## config.mk

```make
export PLATFORM = sky130hd
export DESIGN_NAME = lrc_ram
export DESIGN_NICKNAME = d
export VERILOG_FILES = /design/src/rtl/core/lrc_ram.sv
export SDC_FILE = /design/constraint.sdc
export NUM_CORES = 2
export LEC_CHECK = 0
export ABC_AREA = 1
export BUFFER_PORTS_ARGS = -buffer_cell sky130_fd_sc_hd__buf_2
export CORE_MARGIN = 10
export CORE_UTILIZATION = 40
export DETAILED_ROUTE_END_ITERATION = 8
export MAX_ROUTING_LAYER = met4
export PLACE_DENSITY_LB_ADDON = 0.12
export SETUP_SLACK_MARGIN = 0.5
export SYNTH_ARGS = -nofsm -noshare
export SYNTH_HDL_FRONTEND = slang
export SYNTH_SLANG_ARGS = --single-unit
```

## constraint.sdc

```tcl
create_clock -name i_clk -period 2 [get_ports i_clk]
set_input_delay 0.2 -clock i_clk [delete_from_list [all_inputs] [get_ports i_clk]]
set_output_delay 0.2 -clock i_clk [all_outputs]
set_load 0.005 [all_outputs]
```

## src/rtl/core/lrc_ram.sv

```systemverilog
// generic simple dual port ram with registered read
module lrc_ram #(
    parameter int WIDTH = 16,
    parameter int DEPTH = 256,
    parameter int AW    = 8
) (
    input  logic             i_clk,
    input  logic             i_we,
    input  logic [AW-1:0]    i_waddr,
    input  logic [WIDTH-1:0] i_wdata,
    input  logic [AW-1:0]    i_raddr,
    output logic [WIDTH-1:0] o_rdata
);

    logic [WIDTH-1:0] r_mem [DEPTH];
    logic [WIDTH-1:0] r_rdata;

    always_ff @(posedge i_clk) begin
        if (i_we) begin
            r_mem[i_waddr] <= i_wdata;
        end
        r_rdata <= r_mem[i_raddr];
    end

    assign o_rdata = r_rdata;

endmodule

```

# After elaboration in Yosys (flattened, before gate mapping)
# Memory sizes are Yosys's and may differ from the RTL's. A register that Yosys moved wholly into a read port is not among the register bits.
# Index checks and enable logic that the tools add are counted.
# op_classes
mux	2
# ops
op	count
$mux 1	2
# totals
input_bits	34
register_bits	0
wordCells	3
ramBits	4096
output_inout_bits	16
memories	1
# mem_list
name	depth	width	read_ports	rd_ports_with_merged_regs	write_ports	line	text
r_mem	256	16	1	1	1	15	logic [WIDTH-1:0] r_mem [DEPTH];

# Logic depth before layout (Yosys ltp)
# depth
ltp_word	2
depth_mapped	15
depth_no_buf	11

# Worst setup path after synthesis
# OpenSTA, ideal clock, no wires.
# synth_path
path_kind	input to register
start	input port i_we
end	memory r_mem[164][0], enable pin
arrival_time_ns	1.652
t_required_ns	1.612
path_buffers	2
path_stages	4
setup_slack_ns	-0.040
setup_time_ns	0.388
cell_sequence	clkbuf_1 -> nand3_1 -> clkbuf_1 -> nor2_1
# synth_via
elab_chain_len	2
# synth_lines
element	line	text
start, declared	8	input logic i_we,
$mux 1	19	if (i_we) begin
$mux 1 (not written as such)	20	r_mem[i_waddr] <= i_wdata;
end, declared	15	
# Every way passes these cells.

# Worst setup path after layout
# layout_path
start	register r_rdata[3], in the netlist o_rdata[3] (read register of r_mem)
end	output port o_rdata[3]
# layout_lines
element	line	text
start, declared	16	logic [WIDTH-1:0] r_rdata;
end, declared	12	output logic [WIDTH-1:0] o_rdata
# No word-level cell between the ends.

==> impl_metrics.json <==
{
  "ios": 50,
  "vias": 112400,
  "synth_xor_xnor_area_share": 0,
  "synth_area_um2": 165700,
  "clockBufferDepth": 4,
  "seq_area_um2": 123400,
  "synth_cells": 13620,
  "grt_util_all_layers": 0.2517,
  "fin_total_pwr_mw": 191.7,
  "cts_tree": "built",
  "m1WireLength_um": 232900,
  "start_util": 0.4014,
  "fin_skew_ps": 48.53,
  "yosys_warnings": 0,
  "synth-adder-area-share": 0,
  "fin_crit_sh": 0.9302,
  "fp.coreArea_um2": 412800,
  "ys_ff_latch": 4112,
  "die_h_um": 663.6,
  "grt_max_degree": 81,
  "worst_hold_path_type": "in -> reg",
  "dieArea_um2": 440400,
  "finalHoldViolCount": 0,
  "antenna_found_initial": 31,
  "yosys.area_share.simple": 0.2237,
  "numPortBuffers": 49,
  "drt-wirelength-per-cell_um": 27.68,
  "syn_to_final_growth_pct": 22.90,
  "cp_data_required_time_ps": 1800,
  "rrSetupSlack_ps": 200,
  "final-setup-viol-count": 0,
  "drv_cap": 0,
  "cp_max_fo": 1,
  "endpoint_kind": "output port",
  "r2r-end": "o_rdata[14]",
  "ant_nets": 0,
  "fmaxAchievable_ghz": 0.5375,
  "reg2reg_depth": 12,
  "fill_cells": 35810,
  "layout.nets": 14380,
  "via_per_inst": 5.558,
  "crit_path_end": "o_rdata[3]",
  "p_leak_nw": 71.80,
  "drc": 0,
  "grt_pass1_vias": 107500,
  "startpoint_type": "flop",
  "place.gp.congestion": 0.8786,
  "drive_above_1_share": 0.1842,
  "drt_iter0_markers": 12630,
  "clock_latency_ps": 1000,
  "slew_violations": 0,
  "die_x_um": 663.6,
  "synth_compound_area_frac": 0,
  "power.density_nw_per_um2": 941.3,
  "syn_nets": 13650,
  "tightest_slew_ps": 1207,
  "synth_top_family_by_area": "simple AND/OR/NAND/NOR gates",
  "hpwl_um": 343900,
  "irDropWorstVdd_mv": 0.7495,
  "routed_wl_um": 559700,
  "cts_root_buf": "clkbuf_16",
  "yosysUniqueCellTypes": 15,
  "dp_slack_ps": -1258,
  "relSlewSlack": 0.1940,
  "crit_start": "o_rdata[3]",
  "grt_overflow": 0,
  "highest_layer": "met4",
  "clk_pin_slew_worst_paths_ps": 60,
  "ys_seq_area_frac": 0.7442,
  "met2_length_um": 265500,
  "multi_input_area_um2": 42500,
  "firstDrtPassIters": 6,
  "numCtsBuffers": 443,
  "period_needed_ps": 1860,
  "postSynthAreaPerCell_um2": 12.17,
  "arrival_ps": 1660,
  "fin_ws_ps": 139.6,
  "hold_ws_ps": 203.3,
  "wl_met3_um": 37100,
  "min_from": "i_waddr[6]",
  "cts_htree_levels": 5,
  "cts_sinks": 4112,
  "timing.rr.start": "r_mem[31][14]",
  "status": "completed",
  "grt_setup_unrepaired": "true",
  "worstSetupPathType": "reg -> out",
  "synth_mux_area_frac": 0,
  "grt_pass1_wl_um": 795300,
  "rows": 236
}
synthesized netlist by cell type:
cell type,instances,area share
buf_4,163,0.0074
buf_6,53,0.0036
dfxtp_1,16,0.0019
inv_2,2,0.000045
inv_1,35,0.00079
clkbuf_1,154,0.0035
inv_4,2,0.000075
buf_12,1,0.00012
nand3_1,4035,0.12
nand2_1,4211,0.095
edfxtp_1,4096,0.74
buf_2,495,0.015
buf_8,1,0.000091
buf_1,70,0.0016
nor2_1,283,0.0064
cells by family after synthesis:
group         after synthesis
buf+inv                   976
flops                    4112
simple gates             8529
routing by layer:
layer,vias to the layer above,GRT usage
li1,50250,-
met1,56790,0.3375
met2,4384,0.3996
met3,939,0.02700
met4,0,0.09103
met5,-,-
worst max-delay path, cell delays in order, from the launching register on:
cell and delay [ps]:
dfxtp_4 410, buf_6 140, buf_6 120
worst min path at each step:
| stage | to | slack, ps | depth (start not counted) |
|---|---|---|---|
| 6_report | r_mem[204][2] | 200 | 7 |
| 5_1_grt | o_rdata[8] | 190 | 4 |
| 4_1_cts | o_rdata[12] | 120 | 7 |
| 3_5_place_dp | r_mem[240][14] | 590 | 1 |
| 3_3_place_gp | r_mem[240][14] | 590 | 1 |
| 2_1_floorplan | r_mem[0][0] | 300 | 0 |
report_power, final:
part / leakage, nW / total [mW] / internal (mW) / switching [mW]
clock network: 7.05 / 81.6 / 47.5 / 34.1
registers: 37.0 / 95.2 / 95.0 / 0.237
logic: 27.8 / 14.9 / 4.54 / 10.3
cell usage in the layout (no fill, tap or decap), drive strengths merged, types with 20 or more instances in the layout:
master,count
bufinv,46
clkinv,202
buf,1185
diode,20
nand2,4211
nor2,283
edfxtp,4096
nand3,4035
inv,51
clkbuf,558
sequential cells by signal, indices dropped and copies added (netlist names):
| signal | count |
|---|---|
| r_mem | 4096 |
| o_rdata | 16 |
metrics by stage:
step | instance area, µm² | util | cells | setup TNS, ps
3_3_place_gp | 182900 | 0.4431 | 19320 | -19660
5_1_grt | 203600 | 0.4933 | 20210 | 0
2_1_floorplan | 166000 | - | 13620 | 0
6_report | 203700 | 0.4934 | 20220 | 0
4_1_cts | 201100 | 0.4871 | 20190 | 0
3_5_place_dp | 182900 | 0.4431 | 19320 | -24710
layout make-up:
cell class | count | area share
Antenna cell | 20 | 0.0002457
Clock inverter | 273 | 0.01282
Tap cell | 5474 | 0.03363
Timing Repair Buffer | 1218 | 0.08009
Clock buffer | 553 | 0.05774
Sequential cell | 4112 | 0.6058
Multi-Input combinational cell | 8529 | 0.2087
Inverter | 39 | 0.0009768
timing repair:
item,CTS,global route
hold buffers,19,0
resized for setup,630,452
setup buffers,9,7
pin swaps,138,231
cloned,9,5
endpoints found under the setup margin,32,32
endpoints found under the hold margin,3241,0
Power figures use the tool's default switching activity.
